--- src/rtl/gn1d_pkg.sv ---
// ----------------------------------------------------------------------------
// gn1d_pkg: shared definitions for the 1-D gradient noise unit
// Constants of the MT19937 seeding and tempering, the sequencer state type and
// the operand / product widths of the shared multiplier.
// ----------------------------------------------------------------------------
`default_nettype none

package gn1d_pkg;

   // Field widths
   localparam int POS_W          = 32;
   localparam int NOISE_W        = 16;
   localparam int FRAC_BITS_DEF  = 16;

   // Shared multiplier: signed operands, full product
   localparam int MUL_W          = 34;
   localparam int PROD_W         = 2 * MUL_W;

   // MT19937 constants
   localparam logic [31:0] MT_INIT_MUL = 32'h6C07_8965;
   localparam logic [31:0] MT_MATRIX   = 32'h9908_B0DF;
   localparam int          MT_SHIFT    = 397;
   localparam int          MT_LAST     = MT_SHIFT + 1;
   localparam int          CNT_W       = $clog2(MT_LAST + 1);

   // Output saturation limits, applied to a 19-bit intermediate
   localparam int          RES_W       = MUL_W + 1 - 16;
   localparam logic signed [RES_W-1:0] RES_MAX = RES_W'(32767);
   localparam logic signed [RES_W-1:0] RES_MIN = -RES_W'(32768);

   // Sequencer states
   typedef enum logic [3:0] {
      ST_IDLE,
      ST_SEED,
      ST_TWIST,
      ST_DOT0,
      ST_DOT1,
      ST_SQUARE,
      ST_SMOOTH,
      ST_TCAP,
      ST_MIX,
      ST_FINAL
   } gn1d_state_type;

   // MT19937 output tempering
   function automatic logic [31:0] mt_temper(input logic [31:0] y_raw);
      logic [31:0] y;
      y = y_raw;
      y = y ^ (y >> 11);
      y = y ^ ((y << 7) & 32'h9D2C_5680);
      y = y ^ ((y << 15) & 32'hEFC6_0000);
      y = y ^ (y >> 18);
      return y;
   endfunction

   // One twist step: upper bit of one word, lower bits of the next
   function automatic logic [31:0] mt_twist(input logic [31:0] far_word,
                                            input logic [31:0] y);
      logic [31:0] mag;
      mag = y[0] ? MT_MATRIX : 32'h0;
      return far_word ^ (y >> 1) ^ mag;
   endfunction

endpackage

`default_nettype wire

--- src/rtl/gradient_noise_1d_unit.sv ---
// ----------------------------------------------------------------------------
// gradient_noise_1d_unit: one-dimensional gradient noise generator
// Takes a signed fixed-point position and returns Q1.15 gradient noise, with
// gradients drawn from an MT19937 generator seeded by the cell index.
// ----------------------------------------------------------------------------
// One item is worked at a time. After a beat is accepted on req_, the cell
// index floor(position) seeds MT19937; the seed recurrence runs one step per
// cycle through the single shared multiplier. Then twist/temper, two dot
// products, smoothstep, blend and saturation bring the result into the rsp_
// output register; req_ready returns in the same cycle, and a new position is
// only taken once the last one is through.
// A result left waiting on rsp_ does not block the next item; the unit only
// stalls in its last step if the previous result has still not been taken.
// ----------------------------------------------------------------------------
`default_nettype none

module gradient_noise_1d_unit
   import gn1d_pkg::*;
#(
   parameter int FRAC_BITS = FRAC_BITS_DEF
) (
   input  wire logic                       clock,
   input  wire logic                       reset,
   input  wire logic                       req_valid,
   output logic                            req_ready,
   input  wire logic signed [POS_W-1:0]    req_position,
   output logic                            rsp_valid,
   input  wire logic                       rsp_ready,
   output logic signed [NOISE_W-1:0]       rsp_noise_value
);

   localparam logic [MUL_W-1:0] ONE   = MUL_W'(1) << FRAC_BITS;
   localparam logic [MUL_W-1:0] THREE = MUL_W'(3) << FRAC_BITS;

   gn1d_state_type state_ff, state_in;
   logic [CNT_W-1:0]            cnt_ff, cnt_in;
   logic                        rsp_valid_ff, rsp_valid_in;
   logic signed [NOISE_W-1:0]   rsp_noise_value_ff;

   logic [31:0]                 seed_ff;
   logic [FRAC_BITS-1:0]        f_ff;
   logic [31:0]                 mt1_ff;
   logic [30:0]                 mt2_ff;
   logic [31:0]                 mt397_ff;
   logic signed [31:0]          g0_ff, g1_ff;
   logic signed [MUL_W-1:0]     dot0_ff, dot1_ff, diff_ff;
   logic [FRAC_BITS:0]          t_ff;

   logic                        mul_en;
   logic signed [MUL_W-1:0]     mul_a, mul_b;
   logic signed [PROD_W-1:0]    prod_ff;
   logic signed [PROD_W-1:0]    prod_sh;
   logic signed [MUL_W-1:0]     prod_q;

   logic [31:0]                 mt_cur, mt_scr;
   logic [31:0]                 v0, v1;
   logic signed [MUL_W:0]       mix;
   logic signed [RES_W-1:0]     res;
   logic signed [NOISE_W-1:0]   res_sat;
   logic                        req_beat, final_load;

   assign req_ready       = (state_ff == ST_IDLE);
   assign req_beat        = req_valid && req_ready;
   assign rsp_valid       = rsp_valid_ff;
   assign rsp_noise_value = rsp_noise_value_ff;
   assign final_load      = (state_ff == ST_FINAL) && (!rsp_valid_ff || rsp_ready);

   // product scaled back by the fraction width (floor)
   assign prod_sh = prod_ff >>> FRAC_BITS;
   assign prod_q  = prod_sh[MUL_W-1:0];

   // current MT word: seed first, then last product plus index
   assign mt_cur = (cnt_ff == '0) ? seed_ff : (prod_ff[31:0] + 32'(cnt_ff));
   assign mt_scr = mt_cur ^ (mt_cur >> 30);

   // first two MT outputs before tempering
   assign v0 = mt_twist(mt397_ff, {seed_ff[31], mt1_ff[30:0]});
   assign v1 = mt_twist(mt_cur, {mt1_ff[31], mt2_ff});

   // blend and saturation
   assign mix = (MUL_W + 1)'(dot0_ff) + (MUL_W + 1)'(prod_q);
   assign res = RES_W'(mix >>> 16);

   always_comb begin
      if (res > RES_MAX) begin
         res_sat = NOISE_W'(RES_MAX);
      end else if (res < RES_MIN) begin
         res_sat = NOISE_W'(RES_MIN);
      end else begin
         res_sat = res[NOISE_W-1:0];
      end
   end

   // operand select for the shared multiplier
   always_comb begin
      mul_en = 1'b0;
      mul_a  = '0;
      mul_b  = '0;
      unique case (state_ff)
         ST_SEED: begin
            mul_en = 1'b1;
            mul_a  = MUL_W'(mt_scr);
            mul_b  = MUL_W'(MT_INIT_MUL);
         end
         ST_DOT0: begin
            mul_en = 1'b1;
            mul_a  = MUL_W'(g0_ff);
            mul_b  = MUL_W'(f_ff);
         end
         ST_DOT1: begin
            mul_en = 1'b1;
            mul_a  = MUL_W'(g1_ff);
            mul_b  = MUL_W'(f_ff) - ONE;
         end
         ST_SQUARE: begin
            mul_en = 1'b1;
            mul_a  = MUL_W'(f_ff);
            mul_b  = MUL_W'(f_ff);
         end
         ST_SMOOTH: begin
            mul_en = 1'b1;
            mul_a  = prod_q;
            mul_b  = THREE - (MUL_W'(f_ff) << 1);
         end
         ST_MIX: begin
            mul_en = 1'b1;
            mul_a  = diff_ff;
            mul_b  = MUL_W'(t_ff);
         end
         ST_IDLE, ST_TWIST, ST_TCAP, ST_FINAL: begin
            mul_en = 1'b0;
         end
         default: begin
            mul_en = 1'b0;
         end
      endcase
   end

   gn1d_mul u_mul (
      .clock   (clock),
      .mul_en  (mul_en),
      .mul_a   (mul_a),
      .mul_b   (mul_b),
      .prod_ff (prod_ff)
   );

   // sequencer next state
   always_comb begin
      state_in = state_ff;
      cnt_in   = cnt_ff;
      unique case (state_ff)
         ST_IDLE: begin
            cnt_in = '0;
            if (req_beat) begin
               state_in = ST_SEED;
            end
         end
         ST_SEED: begin
            cnt_in = cnt_ff + 1'b1;
            if (cnt_ff == CNT_W'(MT_SHIFT)) begin
               state_in = ST_TWIST;
            end
         end
         ST_TWIST:  state_in = ST_DOT0;
         ST_DOT0:   state_in = ST_DOT1;
         ST_DOT1:   state_in = ST_SQUARE;
         ST_SQUARE: state_in = ST_SMOOTH;
         ST_SMOOTH: state_in = ST_TCAP;
         ST_TCAP:   state_in = ST_MIX;
         ST_MIX:    state_in = ST_FINAL;
         ST_FINAL: begin
            if (final_load) begin
               state_in = ST_IDLE;
            end
         end
         default: begin
            state_in = ST_IDLE;
         end
      endcase
   end

   // result beat valid
   always_comb begin
      if (final_load) begin
         rsp_valid_in = 1'b1;
      end else if (rsp_ready) begin
         rsp_valid_in = 1'b0;
      end else begin
         rsp_valid_in = rsp_valid_ff;
      end
   end

   // control registers
   always_ff @(posedge clock) begin
      if (reset) begin
         state_ff     <= ST_IDLE;
         cnt_ff       <= '0;
         rsp_valid_ff <= 1'b0;
      end else begin
         state_ff     <= state_in;
         cnt_ff       <= cnt_in;
         rsp_valid_ff <= rsp_valid_in;
      end
   end

   // datapath registers
   always_ff @(posedge clock) begin
      if (req_beat) begin
         seed_ff <= {{FRAC_BITS{req_position[POS_W-1]}}, req_position[POS_W-1:FRAC_BITS]};
         f_ff    <= req_position[FRAC_BITS-1:0];
      end
      if (state_ff == ST_SEED) begin
         if (cnt_ff == CNT_W'(1)) begin
            mt1_ff <= mt_cur;
         end
         if (cnt_ff == CNT_W'(2)) begin
            mt2_ff <= mt_cur[30:0];
         end
         if (cnt_ff == CNT_W'(MT_SHIFT)) begin
            mt397_ff <= mt_cur;
         end
      end
      if (state_ff == ST_TWIST) begin
         g0_ff <= mt_temper(v0) ^ 32'h8000_0000;
         g1_ff <= mt_temper(v1) ^ 32'h8000_0000;
      end
      if (state_ff == ST_DOT1) begin
         dot0_ff <= prod_q;
      end
      if (state_ff == ST_SQUARE) begin
         dot1_ff <= prod_q;
      end
      if (state_ff == ST_TCAP) begin
         t_ff    <= prod_q[FRAC_BITS:0];
         diff_ff <= dot1_ff - dot0_ff;
      end
      if (final_load) begin
         rsp_noise_value_ff <= res_sat;
      end
   end

   // a new result only appears out of the final step
   a_rsp_from_final: assert property (@(posedge clock) disable iff (reset)
      $rose(rsp_valid_ff) |-> $past(state_ff == ST_FINAL))
      else $error("result beat raised outside the final step");

   // an accepted beat starts the seed recurrence at index zero
   a_start_seed: assert property (@(posedge clock) disable iff (reset)
      req_beat |=> (state_ff == ST_SEED) && (cnt_ff == '0))
      else $error("accepted beat did not start seeding");

   // the twist step sees the last recurrence index
   a_twist_index: assert property (@(posedge clock) disable iff (reset)
      (state_ff == ST_TWIST) |-> (cnt_ff == CNT_W'(MT_LAST)))
      else $error("twist reached with wrong seed index");

   // seeding leaves only toward the twist step
   a_seed_exit: assert property (@(posedge clock) disable iff (reset)
      (state_ff == ST_SEED) |=> (state_ff == ST_SEED) || (state_ff == ST_TWIST))
      else $error("seeding left to an unexpected state");

endmodule

`default_nettype wire

--- src/rtl/gn1d_mul.sv ---
// ----------------------------------------------------------------------------
// gn1d_mul: shared signed multiplier with registered product
// Every multiply of the unit (seed recurrence, dot products, smoothstep and
// blend) runs through this one multiplier, one product per enabled cycle.
// ----------------------------------------------------------------------------
`default_nettype none

module gn1d_mul
   import gn1d_pkg::*;
(
   input  wire logic                     clock,
   input  wire logic                     mul_en,
   input  wire logic signed [MUL_W-1:0]  mul_a,
   input  wire logic signed [MUL_W-1:0]  mul_b,
   output logic signed [PROD_W-1:0]      prod_ff
);

   logic signed [PROD_W-1:0] prod_in;

   // full signed product
   assign prod_in = PROD_W'(mul_a) * PROD_W'(mul_b);

   always_ff @(posedge clock) begin
      if (mul_en) begin
         prod_ff <= prod_in;
      end
   end

endmodule

`default_nettype wire

--- config.mk ---
export PLATFORM = sky130hd
export DESIGN_NAME = gradient_noise_1d_unit
export DESIGN_NICKNAME = d
export VERILOG_FILES = /design/src/rtl/gn1d_pkg.sv /design/src/rtl/gradient_noise_1d_unit.sv /design/src/rtl/gn1d_mul.sv
export SDC_FILE = /design/constraint.sdc
export NUM_CORES = 2
export LEC_CHECK = 0
export ABC_AREA = 1
export BUFFER_PORTS_ARGS = -buffer_cell sky130_fd_sc_hd__buf_2
export CAP_MARGIN = 20
export CORE_ASPECT_RATIO = 1.4
export CORE_MARGIN = 1
export CORE_UTILIZATION = 25
export CTS_CLUSTER_DIAMETER = 50
export DETAILED_ROUTE_END_ITERATION = 12
export GPL_TIMING_DRIVEN = 0
export PLACE_DENSITY = 0.48
export SLEW_MARGIN = 5
export SYNTH_ARGS = -nofsm -noshare
export SYNTH_HDL_FRONTEND = slang
export SYNTH_SLANG_ARGS = --single-unit
--- constraint.sdc ---
create_clock -name clock -period 8.8 [get_ports clock]
set_clock_uncertainty 0.05 [all_clocks]
set_input_delay 1.76 -clock clock [delete_from_list [all_inputs] [get_ports clock]]
set_output_delay 1.76 -clock clock [all_outputs]
set_load 0.05 [all_outputs]
After elaboration in Yosys (flattened, before gate mapping)

Cells that the tools add are included.

Flip-flop bits (word level): 390
Input port bits: 36
Word-level logic and storage cells: 83

Add/subtract/negate cells: 6
Multiply operators: 1
$lt $le $gt $ge: 2
Equality and inequality tests: 15
Multiplexer cells: 14
Bitwise operators: 15
Reductions and logical operators: 14

Operators by type and width:

| kind                                                                              | count |
|---|---|
| 34-bit one-hot mux with 6 select lines                                            | 1 |
| 32-bit XOR                                                                        | 6 |
| 34-bit one-hot mux with 5 select lines                                            | 1 |
| 32-bit two-way mux                                                                | 3 |
| 32-bit by 14-bit XOR with 32-bit output                                           | 2 |
| 32-bit by 21-bit XOR with 32-bit output                                           | 2 |
| 32-bit by 31-bit XOR with 32-bit output                                           | 2 |
| 34-bit by 34-bit multiplier with 50-bit output                                    | 1 |
| 4-bit one-hot mux with 10 select lines                                            | 1 |
| 34-bit by 34-bit adder with 35-bit output                                         | 1 |
| 34-bit subtractor                                                                 | 1 |
| 32-bit by 9-bit adder with 32-bit output                                          | 1 |
| 32-bit by 2-bit XOR with 32-bit output                                            | 1 |
| 19-bit by 16-bit greater-than comparator with 1-bit output, second input constant | 1 |
| 19-bit by 16-bit less-than comparator with 1-bit output, second input constant    | 1 |
| 18-bit by 17-bit subtractor with 19-bit output, first input constant              | 1 |
| 9-bit one-hot mux with 2 select lines                                             | 1 |
| 16-bit by 17-bit subtractor with 18-bit output, second input constant             | 1 |
| 4-bit by 3-bit equality test with 1-bit output, second input constant             | 4 |
| 16-bit two-way mux                                                                | 1 |
| 4-bit two-way mux                                                                 | 3 |
| 9-bit by 1-bit adder with 9-bit output, second input constant                     | 1 |
| 9-bit by 1-bit equality test with 1-bit output, second input constant             | 1 |
| 9-bit by 2-bit equality test with 1-bit output, second input constant             | 1 |
| 18 further kinds                                                                  | 28 |

Depth between registers and ports, before layout

Depth after elaboration: 9
Depth in mapped cells: 46
Mapped depth without buffers: 45

Hierarchy

From an unflattened synthesis, not the netlist that was laid out.

Cell total of the unflattened synthesis: 8209
Area, all modules: 67365.9 um^2

Modules (own cells, without submodules):

| module                 | instances | cells an instance | area each (um^2) |
|---|---|---|---|
| gn1d_mul               | 1         | 5993              | 46940.0 |
| gradient_noise_1d_unit | 1         | 2216              | 20425.8 |

Least setup slack after synthesis

OpenSTA, ideal clock, no wires.

Path type: flip-flop to flip-flop
Start: reg state_ff[2]
End: reg u_mul.prod_ff[46] (data pin)
Setup time: 0.274 ns
Arrival: 9.034 ns
Required time: 8.476 ns
Setup slack: -0.558 ns
Cell stages (with the launch flop): 36
Cells stage by stage: dfxtp_1 > inv_1 > nor2_2 > inv_1 > nor2_2 > buf_2 > buf_1 > nand2_1 > inv_1 > a211oi_1 > nand2_1 > clkbuf_1 > nand2_1 > fa_1 > inv_1 > fa_1 > fa_1 > fa_1 > fa_1 > inv_1 > fa_1 > inv_1 > fa_1 > inv_1 > fa_1 > inv_1 > ha_1 > nand2_1 > nor2_1 > nand2_1 > o21ai_0 > a21oi_1 > o31ai_1 > a21oi_1 > o41ai_1 > xor2_1

Longest elaborated chain between the ends: 4
Elaborated cells between the ends (all ways): 10

RTL lines:

| element                                                                                                          | line                          | RTL |
|---|---|---|
| start: declaration                                                                                               | gradient_noise_1d_unit.sv:35  | `gn1d_state_type state_ff, state_in;` |
| start signal: assignment                                                                                         | gradient_noise_1d_unit.sv:200 | `state_ff <= state_in;` |
| 4-bit by 3-bit equality test with 1-bit output or 4-bit by 2-bit equality test with 1-bit output (tied branches) | gradient_noise_1d_unit.sv:99  | `unique case (state_ff)` |
| 2-bit OR reduction (no source line)                                                                              | -                             |  |
| 34-bit one-hot mux with 5 select lines                                                                           | gradient_noise_1d_unit.sv:99  |  |
| 34-bit by 34-bit multiplier with 50-bit output *                                                                 | gn1d_mul.sv:21                | `assign prod_in = PROD_W'(mul_a) * PROD_W'(mul_b);` |
| named net u_mul.prod_in[46]                                                                                      | gn1d_mul.sv:18                | `logic signed [PROD_W-1:0] prod_in;` |
| end signal: assignment                                                                                           | gn1d_mul.sv:25                | `prod_ff <= prod_in;` |
| end: declaration                                                                                                 | gn1d_mul.sv:15                | `output logic signed [PROD_W-1:0] prod_ff` |

The timed path passes the listed nets; every way through them passes the cells marked *.
A chain may end at the register's enable or synchronous reset.

Worst setup path in the final report

Start: reg u_mul.prod_ff[0]
End: reg u_mul.prod_ff[49] (data pin)

Longest elaborated chain between the ends: 5

RTL lines:

| element                                        | line                         | RTL |
|---|---|---|
| 32-bit by 9-bit adder with 32-bit output       | gradient_noise_1d_unit.sv:73 | `assign mt_cur = (cnt_ff == '0) ? seed_ff : (prod_ff[31:0] + 32'(cnt_ff));` |
| 32-bit two-way mux                             | gradient_noise_1d_unit.sv:73 |  |
| named net mt_cur[28]                           | gradient_noise_1d_unit.sv:55 | `logic [31:0] mt_cur, mt_scr;` |
| 32-bit by 2-bit XOR with 32-bit output         | gradient_noise_1d_unit.sv:74 | `assign mt_scr = mt_cur ^ (mt_cur >> 30);` |
| 34-bit one-hot mux with 6 select lines         | gradient_noise_1d_unit.sv:99 |  |
| 34-bit by 34-bit multiplier with 50-bit output | gn1d_mul.sv:21               |  |
| named net u_mul.prod_in[49]                    | gn1d_mul.sv:18               |  |

The timed path passes the listed nets, and every way through them passes these cells.

==> results.json <==
{
  "synth_seq_cells": 390,
  "synth_common_cells": "1283 x inv_1, 1011 x nand2_1, 893 x fa_1",
  "worst_slack_ns": -0.3927,
  "area_growth_pct": 24.40,
  "die_x_microns": 379.3,
  "hpwl_microns": 171200,
  "power_leakage_nw": 26.84,
  "synthCells": 5295,
  "cts_tree": "yes",
  "synthesis.area_sq_um": 49810,
  "synthArstFlopShare_pct": 0,
  "initial_core_util_pct": 25.19,
  "yosys_warnings": 0,
  "rr_endpoint": "u_mul.prod_ff[49]$_DFFE_PP_",
  "num-fill-cells": 20590,
  "ant_nets": 0,
  "antenna_found_initial": 5,
  "grt_overflow_total": 0,
  "worstHoldStart": "cnt_ff[8]$_SDFFE_PP0P_",
  "cts_hold_buf": 0,
  "core_sq_um": 197800,
  "place_ws_ns": -3.446,
  "clkLatencyLatePin_ns": 0.60,
  "track_usage_pct": 20.62,
  "die-area_sq_um": 201100,
  "clk_pin_slew_ns": 0.07,
  "via_per_inst": 4.620,
  "synthTopCellsByArea": "fa_1 36%, edfxtp_1 23%, inv_1 9.7%, nand2_1 7.6%, ha_1 6.6%",
  "seq_power_share_pct": 14.7,
  "grt_pass1_wl_microns": 293300,
  "worstPathArrival_ns": 9.49,
  "dp_cells": 8018,
  "synth_nets": 6486,
  "cts_inserted_buffers": 40,
  "maxSlewViolCount": 0,
  "p_int_mw": 9.909,
  "synth_seq_area_share_pct": 23.23,
  "rsz0062_at_grt": "yes",
  "instances_no_fill": 8409,
  "relSlewSlack_pct": 19.12,
  "failed_checks": "negative setup slack",
  "first_pass_iters": 7,
  "hold_path.class": "reg2reg",
  "p_per_area_nw_per_um2": 341.6,
  "synth_most_common_cell": "inv_1",
  "cts_buffer_depth": 3,
  "endpoint_kind": "flop",
  "setup_viol": 17,
  "die_h_microns": 530.2,
  "multi_input_area_sq_um": 35740,
  "critPathMaxStageDelay_ns": 0.56,
  "cts-htree-levels": 2,
  "min_period_ns": 9.193,
  "ys.flop_type": "edfxtp_1",
  "yosysUniqueCellTypes": 69,
  "clock_sinks": 390,
  "synth.avg_cell_area_sq_um": 9.407,
  "detail_route.wl_per_cell_microns": 24.48,
  "crit_top_cell": "fa_1",
  "p_sw_share_pct": 53.19,
  "path_max_fanout": 5,
  "final_nets": 6933,
  "p_comb_share_pct": 76.5,
  "grt_max_degree": 35,
  "vdd_drop_max_uv": 313.6,
  "critPathLaunchType": "flop",
  "synth_edf_count": 376,
  "vias": 38850,
  "drc": 0,
  "clock-root-buffer": "clkbuf_16",
  "rows": 193,
  "drive_above_1_share_pct": 20.49,
  "synth_top_area_share_pct": 35.89,
  "portBuffers": 53,
  "timing.fmax_ghz": 0.1088,
  "critPathKind": "reg2reg",
  "ff_latch_area_sq_um": 11580,
  "min_to": "cnt_ff[8]$_SDFFE_PP0P_",
  "hold_viol_final": 0,
  "grt_pass1_vias": 41850,
  "io_pins": 54,
  "drv_cap": 0,
  "slowest_stage": "fa_2",
  "finalCritPeriodShare_pct": 104.5,
  "hold_depth": 2,
  "yosys.area.top_type": "fa_1",
  "gp_congestion": 1.015,
  "tightestPinTransition_ns": 1.213,
  "r2r-start": "u_mul.prod_ff[0]$_DFFE_PP_",
  "reg2reg_depth": 45,
  "power_frac_clock_pct": 8.8,
  "drt_first_iter_violations": 2574,
  "worstPathRequired_ns": 9.10,
  "p_switching_mw": 11.26,
  "r2r_setup_slack_ns": -0.39,
  "wirelength_microns": 205800,
  "status": "finished, violations left"
}
## cell usage in the layout, fill, tap and decap left out, drive strengths merged, types with 10 or more instances in the layout
cell type	netlist	layout
inv	1292	1253
nand4	27	27
or2	15	15
nand2	1023	1023
ha	262	262
a21oi	179	179
o21ai	113	113
clkinvlp	0	47
a31oi	16	16
xnor2	135	135
nor2	396	396
nand3	105	105
nor3	24	24
buf	31	458
a221oi	26	26
nand3b	12	12
o21a	10	10
a211oi	11	11
clkinv	2	20
edfxtp	376	376
xor2	164	164
fa	893	893
clkbuf	95	115
dfxtp	14	14
## power groups by stage
stage	Sequential (mW)	Clock [mW]	Combinational, mW
after detailed placement	3.34	0	11.5
after floorplan	2.95	0	7.08
after global routing	3.12	1.94	17.4
after CTS	3.11	1.89	14.6
after global placement	3.38	0	11.5
final	3.12	1.86	16.2
## registers in the layout (all words and copies together) (netlist names), 17 cells and up
name	count
dot1_ff	34
t_ff	17
dot0_ff	34
mt2_ff	31
mt397_ff	32
g1_ff	32
g0_ff	32
diff_ff	34
u_mul.prod_ff	50
mt1_ff	32
## stage by stage
step / hold WS (ns) / setup TNS (ns) / utilization (%) / power [mW] / instance area (sq um)
after CTS: 0.5238 / -4.243 / 30.47 / 19.59 / 60260
after detailed placement: 0.5007 / -89.61 / 27.33 / 14.85 / 54050
after floorplan: 0.4229 / 0 / - / 10.03 / 49840
after global routing: 0.5264 / -8.842 / 31.33 / 22.46 / 61970
final: 0.4850 / -4.716 / 31.33 / 21.17 / 61970
after global placement: 0.4852 / -132.20 / 27.00 / 14.92 / 53400
## final cells by class
cell class,instances,area share (%)
multi-input combinational,3485,57.67
sequential,390,18.69
inverter,1294,8.171
timing repair buffer,406,5.969
tap,2632,5.314
buffer,124,1.906
clock buffer,43,1.633
clock inverter,31,0.6239
antenna,3,0.01211
timing repair inverter,1,0.008077
## worst max-delay path: cells and delay by family (launching register included)
family,cells,cell delay (ns)
compound gates,6,1.10
simple gates,14,1.12
xor+xnor,1,0.16
flops,1,0.47
buf+inv,13,1.24
fa+ha+maj,11,4.81
## cell families (layout without fill, tap and decap cells)
kind of cell               after synthesis  count (layout)  share of synthesized area (%)
DFF                                    390             390                          23.23
buffers and inverters                 1420            1899                          10.79
AOI/OAI and AO/OA                      417             417                          5.056
adders and majority gates             1155            1155                          42.47
other                                    0               3                              0
xor gates and xnor gates               299             299                          5.431
and+or+nand+nor                       1614            1614                          13.03
## how the worst max path moves through the flow
stage / startpoint / endpoint / slack [ns]
3_3_place_gp: state_ff[0]$_SDFFE_PP0P_ / u_mul.prod_ff[49]$_DFFE_PP_ / -5.20
5_1_grt: u_mul.prod_ff[0]$_DFFE_PP_ / u_mul.prod_ff[48]$_DFFE_PP_ / -0.58
2_1_floorplan: state_ff[0]$_SDFFE_PP0P_ / u_mul.prod_ff[46]$_DFFE_PP_ / 0.09
6_report: u_mul.prod_ff[0]$_DFFE_PP_ / u_mul.prod_ff[49]$_DFFE_PP_ / -0.39
4_1_cts: u_mul.prod_ff[0]$_DFFE_PP_ / u_mul.prod_ff[49]$_DFFE_PP_ / -0.47
3_5_place_dp: state_ff[0]$_SDFFE_PP0P_ / u_mul.prod_ff[44]$_DFFE_PP_ / -3.45
## metal layers
metal / wire, microns / track usage, % / vias to the layer above
met5: 39 / 0 / -
met2: 103300 / 36.48 / 1441
li1: - / - / 16910
met1: 71450 / 21.99 / 19900
met4: 20630 / 16.72 / 4
met3: 10430 / 2.441 / 594
## timing repair
item | CTS | global route
pin swaps | 142 | 144
gates resized for setup | 766 | 284
gates cloned | 1 | 0
buffers inserted | 228 | 92
setup endpoints to repair | 40 | 31
Power figures use the tool's default switching activity.
